==> src/rtl/core/running_average_background_subtractor_defines.svh <==
// Assertion macros for the background subtractor RTL.
`ifndef RUNNING_AVERAGE_BACKGROUND_SUBTRACTOR_DEFINES_SVH
`define RUNNING_AVERAGE_BACKGROUND_SUBTRACTOR_DEFINES_SVH

// same-cycle implication
`define RABS_ASSERT_IMPL(lbl, ante, cons) \
  lbl: assert property (@(posedge clk) disable iff (rst) (ante) |-> (cons)) \
    else $error("rabs: assertion failed");

// next-cycle implication
`define RABS_ASSERT_NEXT(lbl, ante, cons) \
  lbl: assert property (@(posedge clk) disable iff (rst) (ante) |=> (cons)) \
    else $error("rabs: assertion failed");

`endif

==> src/rtl/core/rabs_pkg.sv <==
// Types and constants for the running-average background subtractor.
package rabs_pkg;

  localparam int PADDR_W = 4;
  localparam int PDATA_W = 32;

  localparam logic [15:0] OLD_WEIGHT_RST = 16'd62259;
  localparam logic [15:0] NEW_WEIGHT_RST = 16'd3277;
  localparam logic [8:0]  THRESHOLD_RST  = 9'd20;

  typedef enum logic [1:0] {
    REG_OLD_WEIGHT = 2'd0,
    REG_NEW_WEIGHT = 2'd1,
    REG_THRESHOLD  = 2'd2
  } rabs_reg_t;

  typedef struct packed {
    logic [15:0] old_weight;
    logic [15:0] new_weight;
    logic [8:0]  threshold;
  } rabs_cfg_t;

endpackage

==> src/rtl/core/rabs_regs.sv <==
// APB configuration registers of the background subtractor.
module rabs_regs (
  input  logic                          clk,
  input  logic                          rst,
  input  logic                          psel,
  input  logic                          penable,
  input  logic                          pwrite,
  input  logic [rabs_pkg::PADDR_W-1:0]  paddr,
  input  logic [rabs_pkg::PDATA_W-1:0]  pwdata,
  output logic [rabs_pkg::PDATA_W-1:0]  prdata,
  output logic                          pready,
  output rabs_pkg::rabs_cfg_t           cfg
);
  import rabs_pkg::*;

  rabs_reg_t reg_sel;
  logic      wr_en;

  assign pready  = 1'b1;
  assign reg_sel = rabs_reg_t'(paddr[3:2]);
  assign wr_en   = psel && penable && pwrite && pready;

  always_ff @(posedge clk) begin
    if (rst) begin
      cfg.old_weight <= OLD_WEIGHT_RST;
      cfg.new_weight <= NEW_WEIGHT_RST;
      cfg.threshold  <= THRESHOLD_RST;
    end else if (wr_en) begin
      unique case (reg_sel)
        REG_OLD_WEIGHT: cfg.old_weight <= pwdata[15:0];
        REG_NEW_WEIGHT: cfg.new_weight <= pwdata[15:0];
        REG_THRESHOLD:  cfg.threshold  <= pwdata[8:0];
        default: ;
      endcase
    end
  end

  always_comb begin
    unique case (reg_sel)
      REG_OLD_WEIGHT: prdata = {16'd0, cfg.old_weight};
      REG_NEW_WEIGHT: prdata = {16'd0, cfg.new_weight};
      REG_THRESHOLD:  prdata = {23'd0, cfg.threshold};
      default:        prdata = '0;
    endcase
  end

endmodule

==> config.mk <==
export PLATFORM = sky130hd
export DESIGN_NAME = rabs_regs
export DESIGN_NICKNAME = d
export VERILOG_FILES = /design/src/rtl/core/running_average_background_subtractor_defines.svh /design/src/rtl/core/rabs_pkg.sv /design/src/rtl/core/rabs_regs.sv
export SDC_FILE = /design/constraint.sdc
export NUM_CORES = 1
export LEC_CHECK = 0
export ABC_AREA = 1
export BUFFER_PORTS_ARGS = -buffer_cell sky130_fd_sc_hd__buf_2
export CAP_MARGIN = 20
export CORE_ASPECT_RATIO = 0.5
export CORE_UTILIZATION = 39
export DETAILED_ROUTE_END_ITERATION = 6
export GPL_TIMING_DRIVEN = 0
export HOLD_SLACK_MARGIN = 0.08
export PLACE_DENSITY = 0.82
export SETUP_SLACK_MARGIN = 0.1
export SYNTH_ARGS = -nofsm -noshare
export SYNTH_HDL_FRONTEND = slang
export SYNTH_SLANG_ARGS = --single-unit
==> constraint.sdc <==
create_clock -name clk -period 1.2 [get_ports clk]
set_input_delay 0.36 -clock clk [delete_from_list [all_inputs] [get_ports clk]]
set_output_delay 0.36 -clock clk [all_outputs]
set_load 0.005 [all_outputs]
==> results of run 1 <==
[power breakdown]
part | internal, mW | switching, mW
sequential | 1.39 | 0.0261
combinational | 0.255 | 0.276
clock | 0.520 | 0.491
total | 2.17 | 0.793
[worst paths after layout]
kind | startpoint | to | slack (ps) | depth (start not counted)
hold / removal | pwdata[7] | cfg[16]$_SDFFE_PP1P_ | 290 | 3
setup reg to reg | cfg[40]$_SDFFE_PP1P_ | cfg[40]$_SDFFE_PP1P_ | 500 | 3
setup / recovery | paddr[3] | prdata[11] | -260 | 5
hold reg to reg | cfg[33]$_SDFFE_PP1P_ | cfg[33]$_SDFFE_PP1P_ | 470 | 2
[cell type report]
class | instances | share of cell area (%)
buffer | 30 | 7.62
clock inverter | 1 | 0.162
tap | 66 | 2.67
clock buffer | 7 | 3.12
multi-input combinational | 220 | 34.3
timing repair buffer | 95 | 20.5
sequential | 41 | 28.3
inverter | 20 | 3.24
[cells in the final DEF (no fill, tap or decap)]
cell      instances
clkbuf_8          7
clkinv_2          1
inv_12            2
dfxtp_2          40
buf_2            64
dfxtp_4           1
clkbuf_2          2
nand2_4           1
nand2_2          10
nand2_1          83
nand3_1          41
nor2_4            7
buf_1             1
buf_4            32
a22o_1            7
clkbuf_1          1
buf_12            2
buf_6            21
nor2_1           44
nand3_2          10
conb_1           17
clkbuf_4          2
inv_1            18
[what timing repair did]
action,4_1_cts,5_1_grt
gates cloned,3,0
gates resized for setup,66,31
endpoints found under the setup margin,76,96
setup buffers,8,5
pin swaps,9,6
[routing by layer]
| metal | global-route usage, % | vias up | wire length (um) |
|---|---|---|---|
| met4 | 7.28 | 0 | 138 |
| met2 | 37.1 | 119 | 2970 |
| met5 | 0 | - | 0 |
| li1 | - | 1124 | - |
| met3 | 4.67 | 15 | 681 |
| met1 | 28.5 | 1056 | 2640 |
[worst register-to-register path: cells and delay by family, from the launching register on]
kind	cells	cell delay [ps]
flip-flops	1	340
buffers and inverters	1	130
AND/OR/NAND/NOR	2	110
[per-stage QoR]
| step | power [mW] | worst slack [ps] | cell area [um^2] | TNS [ps] |
|---|---|---|---|---|
| after floorplan | 1.70 | 13.6 | 2120 | 0 |
| after global placement | 1.87 | -465 | 2590 | -13970 |
| after detailed placement | 1.87 | -462 | 2590 | -14330 |
| after CTS | 2.91 | -253 | 2910 | -3790 |
| after global routing | 3.06 | -312 | 3090 | -4660 |
| final | 2.96 | -259 | 3090 | -3950 |
[kinds of logic (layout without fill, tap and decap cells)]
group / Yosys count / after routing / synth area share [%]
compound gates: 7 / 7 / 3.06
other cells: 2 / 17 / 0.375
simple gates: 196 / 196 / 41.7
flops: 41 / 41 / 41.0
buf+inv: 50 / 153 / 13.9
==> results.md, run 1 <==
- Worst-Margin Slew: 573 ps
- Failing checks: setup timing
- Post-Syn Area: 0.00200 mm^2
- Initial antenna violation count: 0
- Tmin final: 1460 ps
- Clk sinks: 41
- Area of the multi-input gates: 0.00106 mm^2
- Max Slew Vio Count: 0
- Worst VDD drop: 0.496 mV
- Worst slew margin: 61.8%
- Antenna Cells: 0
- Core ar.: 0.00466 mm^2
- Final cycle utilization of the critical path: 122%
- Final Hold Slack: 288 ps
- Number of synthesized register bits: 41
- Setup crit start kind: input port
- CTS buffer count: 5
- CP cell instances: buf_12 -> nor2_4 -> buf_6 -> a22o_1 -> buf_2
- Initial core utilization: 43.0%
- Number of global-route vias before repair: 1846
- Top Registers: cfg x41
- DRC Markers: 0
- Htree depth: 2
- Register area: 875 um^2
- # IOs: 115
- Critical path type: in2out
- EDFF count, synth: 0
- Clock Path Buffers: 2
- Status: finished, violations left
- Asr flop ratio synth: 0%
- Finished Core Util: 66.3%
- Drt via density: 4.82
- Post-synth top area share: 41.0%
- Cell family with most CP delay: buffers and inverters
- # setup viols final: 16
- CTS root buf: clkbuf_8
- CTS tree: done
- Area delta synth->final: 54.2%
- Post-DP HPWL: 4000 um
- Largest net degree at the start of global routing: 13
- Skew-Pair Late Insertion Delay: 290 ps
- Post-route ant nets: 0
- First-pass GRT wire length: 8940 um
- GRT Util Overall: 22.1%
- Nets: 454
- Sequential fraction of the synthesis area: 41.0%
- Commonest cells post-synth: nand2_1, nand3_1, nor2_1
- Final std cells w/o fill: 480
- CP max stage cell: nor2_4
- Setup WS post-layout: -259 ps
- Overflow after GRT: 0
- Ys Warns: 0
- Pwr Density: 959 mW/mm^2
- Synth Instances: 296
- Placed Cells: 456
- Syn avg cell area: 6.77 um^2
- Final setup skew: 0 ps
- Initial DRC Count: 216
- Clock transition at path regs: 80 ps
- Hold Path Class: in2reg
- Arrival time at the worst endpoint: 1100 ps
- Routability cong.: 0.777
- # hold bufs at CTS: 0
- Fillers: 401
- Largest register by flop count: cfg
- Cell taking the most area after synthesis: dfxtp_1
- Most common cell in the netlist: nand2_1
- Die Height: 52.7 um
- Row Count: 17
- Yosys cell types: 15
- WL per Instance: 13.4 um
- Die area: 0.00544 mm^2
- RSZ-0062 raised after global routing: yes
- Hold Fails Final Rpt: 0
- Bufs and invs on worst path: 3
- Data required time of the worst path: 840 ps
- Final wirelength: 6420 um
- Achievable frequency: 686 MHz
- Max FFs per register: 41
- Vias post-DR: 2314
- Drt pass-1 iters: 4
- Die Wd: 103 um
- Slowest cell delay on critical path: 210 ps
- # port buffers: 79
- CP max FO: 6
- Lkg Pwr: 1.64 nW
- Max_cap viols: 0
- Share of cells above drive strength 1: 48.8%
- Prevailing post-synth register cell: dfxtp_1
- CP endpoint kind: primary output
- Main area contributors after synthesis: dfxtp_1, nand2_1, nand3_1, nor2_1, buf_4
Note: power is estimated with default switching activity, not from simulation.
==> run 2: changes to the inputs <==
Settings changed: CORE_ASPECT_RATIO 0.5 to 0.6.
==> run 2 against run 1 <==
- critical path type unchanged
- via count is 2.9% lower
- combinational power decreased by 4.1%
- non-clock buffer count fell by 3
- the flow still finishes with violations (setup timing)
- critical path depth unchanged
- sequential share of layout area grew 0.50 points
- routed wire length decreased by 0.39%
- setup slack got worse by 16 ps
==> results.md, run 2 (synthesis results as in run 1) <==
- Nets: 451 (-0.66%)
- CTS root buf: clkbuf_8
- # port buffers: 79 (unchanged)
- Slowest cell delay on critical path: 220 ps (about the same)
- Share of cells above drive strength 1: 47.2% (-1.6 points)
- Max FFs per register: 41 (unchanged)
- Clock group share of total power: 37.5% (+3.4 points)
- Antenna Cells: 0 (unchanged)
- Setup WS post-layout: -275 ps (-16.3 ps)
- Tmin final: 1480 ps (+16.3 ps)
- Failing checks: setup timing
- Clk sinks: 41 (unchanged)
- P_int: 2.31 mW (+6.7%)
- Max Slew Vio Count: 0 (unchanged)
- Number of global-route vias before repair: 1970 (+6.7%)
- Setup crit start kind: input port
- Pwr Density: 1020 mW/mm^2 (+6.4%)
- Final wirelength: 6400 um (-0.39%)
- # setup viols final: 16 (unchanged)
- Largest register by flop count: cfg
- WL per Instance: 13.5 um (+0.87%)
- RSZ-0062 raised after global routing: yes
- Achievable frequency: 678 MHz (-1.1%)
- Initial core utilization: 42.1% (-0.87 points)
- Post-route ant nets: 0 (unchanged)
- Max_cap viols: 0 (unchanged)
- Htree depth: 2 (unchanged)
- P_sw: 0.773 mW (-2.4%)
- Drt via density: 4.74 (-1.7%)
- Final cycle utilization of the critical path: 123% (+1.4 points)
- Overflow after GRT: 0 (unchanged)
- Critical path type: in2out
- Core ar.: 0.00475 mm^2 (+2.1%)
- Hold Fails Final Rpt: 0 (unchanged)
- CTS tree: done
- Die area: 0.00544 mm^2 (-0.14%)
- Final Hold Slack: 289 ps (+1.39 ps)
- Overall Power: 3.09 mW (+4.2%)
- # IOs: 115 (unchanged)
- Final setup skew: 0 ps (unchanged)
- Lkg Pwr: 1.61 nW (-1.4%)
- Arrival time at the worst endpoint: 1120 ps (+20 ps)
- Drt pass-1 iters: 4 (unchanged)
- GRT Util Overall: 23.8% (+1.6 points)
- Clock Path Buffers: 2 (unchanged)
- R2R Setup Slk: 460 ps (-40 ps)
- Clock transition at path regs: 80 ps (about the same)
- Most frequent cells in the layout: nand2_1, buf_2, nor2_1, nand3_1, dfxtp_2
- Vias post-DR: 2246 (-2.9%)
- Status: finished, violations left
- Combinational share of power: 16.5% (-1.4 points)
- Reg power frac: 46.0% (-1.9 points)
- CP endpoint kind: primary output
- Commonest non-fill, non-tap cell in the layout: nand2_1
- DRC Markers: 0 (unchanged)
- Die Height: 57.5 um (+9.2%)
- Skew-Pair Late Insertion Delay: 290 ps (about the same)
- Fillers: 423 (+5.5%)
- Finished Core Util: 63.6% (-2.7 points)
- Initial antenna violation count: 0 (unchanged)
- Worst VDD drop: 0.558 mV (+13%)
- Hold Path Class: in2reg
- Routability cong.: 0.784 (+0.97%)
- Final std cells w/o fill: 474 (-1.3%)
- Die Wd: 94.5 um (-8.5%)
- CTS buffer count: 5 (unchanged)
- CP cell instances: buf_12 -> nor2_4 -> buf_6 -> a22o_1 -> buf_2
- CP max stage cell: nor2_4
- Row Count: 19 (+2)
- Data required time of the worst path: 840 ps (about the same)
- Post-DP HPWL: 4340 um (+8.6%)
- Area delta synth->final: 51.0%
- Top Registers: cfg x41
- CP max FO: 6 (unchanged)
- Largest net degree at the start of global routing: 13 (unchanged)
- Sw frac: 25.1% (-1.7 points)
- Placed Cells: 453 (-0.66%)
- First-pass GRT wire length: 9490 um (+6.2%)
- Setup TNS Final: -4070 ps (-126 ps)
- Initial DRC Count: 118 (-45%)
## run 2: changes by cell type in the layout (fill, tap and decap cells not counted), sizes merged
cell,previous run,this run
clkinv,1,0
bufinv,0,1
buf,120,118
clkbuf,12,11
## run 2: critical path, delay by kind of cell
kind	cells	cell delay [ps]
buffers and inverters	3	400
and+or+nand+nor	1	220
AOI/OAI and AO/OA	1	130
## run 2: per-layer routing
metal  part of all wire, %  GRT usage, %  up-vias
li1                      -             -     1123
met1                    45          34.2     1018
met2                    45          36.6      100
met3                   9.2          4.67        5
met4                  0.55          5.84        0
met5                     0             0        -
## run 2: power by group through the flow
stage / combinational, mW / sequential [mW] / clock (mW)
2_1_floorplan: 0.258 / 1.44 / 0
3_3_place_gp: 0.425 / 1.44 / 0
3_5_place_dp: 0.433 / 1.44 / 0
4_1_cts: 0.481 / 1.42 / 1.17
5_1_grt: 0.556 / 1.42 / 1.23
6_report: 0.509 / 1.42 / 1.16
## run 2: per-stage QoR
stage / cell area (um^2) / setup slack, ps
after floorplan: 2120 / 13.6
after global placement: 2590 / -453
after detailed placement: 2590 / -483
after CTS: 2920 / -272
after global routing: 3030 / -315
final: 3030 / -275
## run 2: final timing paths
path	start	end	cells after the start
setup reg to reg	cfg[27]$_SDFFE_PP0P_	cfg[27]$_SDFFE_PP0P_	3
hold / removal	pwdata[13]	cfg[38]$_SDFFE_PP1P_	3
hold reg to reg	cfg[38]$_SDFFE_PP1P_	cfg[38]$_SDFFE_PP1P_	2
setup / recovery	paddr[3]	prdata[10]	5
## run 2: what timing repair did
action                     CTS  global route
gates cloned                 2             0
hold buffers                 0             0
pin swaps                    6             4
resized for setup           69            17
buffers inserted             6             5
setup endpoints to repair   67            91
## run 2: cell type report
type                       count  area, um^2  share of cell area, %
multi-input combinational    220        1040                   34.3
sequential                    41         872                   28.8
timing repair buffer          92         587                   19.4
buffer                        30         234                   7.73
inverter                      20         100                   3.31
clock buffer                   7        86.3                   2.85
tap                           63        78.8                   2.61
clock inverter                 1        30.0                  0.993
==> run 3: changes to the inputs <==
Settings changed: CORE_ASPECT_RATIO 0.6 to default, PLACE_DENSITY 0.82 to default, PLACE_DENSITY_LB_ADDON from default to 0.25, TNS_END_PERCENT from default to 50.
==> run 3 against run 2 <==
- the run still ends with setup timing left
- sequential cell count did not move
- fmax fell by 1.5%
- cell count rose by 1.3%
==> results.md, run 3 (synthesis results as in run 1) <==
- Hold Fails Final Rpt: 0 (unchanged)
- Min-Delay Path Depth: 3 (unchanged)
- Placed Cells: 457 (+0.88%)
- Combinational share of power: 17.4% (+0.9 points)
- Failing checks: setup timing
- Worst slew margin: 60.1%
- Share of cells above drive strength 1: 48.7% (+1.5 points)
- Initial antenna violation count: 0 (unchanged)
- Initial core utilization: 41.6% (-0.55 points)
- Clock group share of total power: 37.6% (about the same)
- Post-route ant nets: 0 (unchanged)
- Data required time of the worst path: 840 ps (about the same)
- Reg2Reg Depth: 3 (unchanged)
- Setup TNS Final: -4420 ps (-352 ps)
- Commonest non-fill, non-tap cell in the layout: nand2_1
- Final std cells w/o fill: 480 (+1.3%)
- Max_cap viols: 0 (unchanged)
- Reg power frac: 45.0% (-1.0 points)
- Htree depth: 2 (unchanged)
- Sw frac: 25.8% (+0.78 points)
- Routability cong.: 0.761 (-3.0%)
- Hold Path Class: in2reg
- Final Hold Slack: 284 ps (-5.79 ps)
- Clock transition at path regs: 80 ps (about the same)
- WL per Instance: 13.3 um (-1.3%)
- Skew-Pair Late Insertion Delay: 290 ps (about the same)
- Lkg Pwr: 1.66 nW (+3.0%)
- # setup viols final: 16 (unchanged)
- Clk sinks: 41 (unchanged)
- First-pass GRT wire length: 9610 um (+1.3%)
- Finished Core Util: 65.6% (+2.0 points)
- # hold bufs at CTS: 0 (unchanged)
- RSZ-0062 raised after global routing: yes
- Vias post-DR: 2195 (-2.3%)
- Antenna Cells: 0 (unchanged)
- CP endpoint kind: primary output
- Die area: 0.00543 mm^2 (-0.17%)
- CTS root buf: clkbuf_8
- Worst VDD drop: 0.594 mV (+6.4%)
- Status: finished, violations left
- CTS tree: done
- DRC Markers: 0 (unchanged)
- Critical path type: in2out
- # IOs: 115 (unchanged)
- Clock Path Buffers: 2 (unchanged)
- Worst slack, placed: -514 ps (-30.8 ps)
- Initial DRC Count: 103 (-13%)
- Worst-Margin Slew: 599 ps
- Most frequent cells in the layout: nand2_1, buf_2, nand3_1, nor2_1, dfxtp_2
- Core ar.: 0.00482 mm^2 (+1.3%)
- Setup WS post-layout: -298 ps (-23.2 ps)
- Setup crit start kind: input port
- Max Slew Vio Count: 0 (unchanged)
- Largest register by flop count: cfg
- # port buffers: 79 (unchanged)
- Largest net degree at the start of global routing: 14 (+1)
- Achievable frequency: 667 MHz (-1.5%)
- Final wirelength: 6400 um (about the same)
- Drt pass-1 iters: 4 (unchanged)
- Row Count: 25 (+6)
- P_int: 2.33 mW (+0.91%)
- Die Wd: 73.7 um (-22%)
- Max FFs per register: 41 (unchanged)
- Arrival time at the worst endpoint: 1140 ps (+20 ps)
- P_sw: 0.813 mW (+5.2%)
- CP max FO: 5 (-1)
- CTS buffer count: 5 (unchanged)
- Drt via density: 4.57 (-3.5%)
- Die Height: 73.7 um (+28%)
- Nets: 453 (+0.44%)
- Number of global-route vias before repair: 1936 (-1.7%)
- Tmin final: 1500 ps (+23.2 ps)
- Pwr Density: 996 mW/mm^2 (-2.4%)
- GRT Util Overall: 24.0% (+0.27 points)
- Top Registers: cfg x41
- Final cycle utilization of the critical path: 125% (+1.9 points)
- Final setup skew: 0 ps (unchanged)
- Overflow after GRT: 0 (unchanged)
- Post-DP HPWL: 4060 um (-6.3%)
- Area delta synth->final: 57.8%
[run 3: what timing repair did]
item	4_1_cts	5_1_grt
resized for setup	57	49
pin swaps	7	6
gates cloned	1	0
setup endpoints to repair	76	96
buffers inserted	9	6
[run 3: worst paths after layout]
path	startpoint	endpoint	slack, ps
max	paddr[2]	prdata[3]	-300
max reg2reg	cfg[10]$_SDFFE_PP0P_	cfg[10]$_SDFFE_PP0P_	490
min	pwdata[9]	cfg[34]$_SDFFE_PP1P_	280
min reg2reg	cfg[26]$_SDFFE_PP1P_	cfg[26]$_SDFFE_PP1P_	470
[run 3: per-stage QoR]
step	area, um^2	power (mW)
global route	3160	3.28
CTS	2930	3.09
detailed placement	2590	1.88
global placement	2590	1.87
floorplan	2120	1.70
finish	3160	3.15
[run 3: final cells by class]
cell class / count / area [um^2]
Inverter: 20 / 100
Tap cell: 67 / 83.8
Fill cell: 438 / 1660
Buffer: 29 / 239
Clock inverter: 2 / 37.5
Sequential cell: 41 / 880
Multi-Input combinational cell: 220 / 1080
Clock buffer: 6 / 82.6
Timing Repair Buffer: 95 / 658
[run 3: per-layer routing]
metal	routed length (um)	vias to the layer above	track usage, %
li1	-	1128	-
met1	2770	975	30.2
met2	3120	86	41.1
met3	427	6	4.94
met4	71	0	7.48
met5	0	-	0
[run 3: power by group through the flow]
stage                     sequential (mW)  clock (mW)  combinational [mW]
after global routing                 1.42        1.25               0.601
after detailed placement             1.44           0               0.434
after global placement               1.44           0               0.428
after CTS                            1.42        1.19               0.492
final                                1.42        1.18               0.547
after floorplan                      1.44           0               0.258
[run 3: critical path: stages]
cell	delay [ps]
buf_12	110
inv_12	30
nor2_4	160
buf_12	130
buf_16	120
nand2_1	50
nand3_1	60
buf_2	110
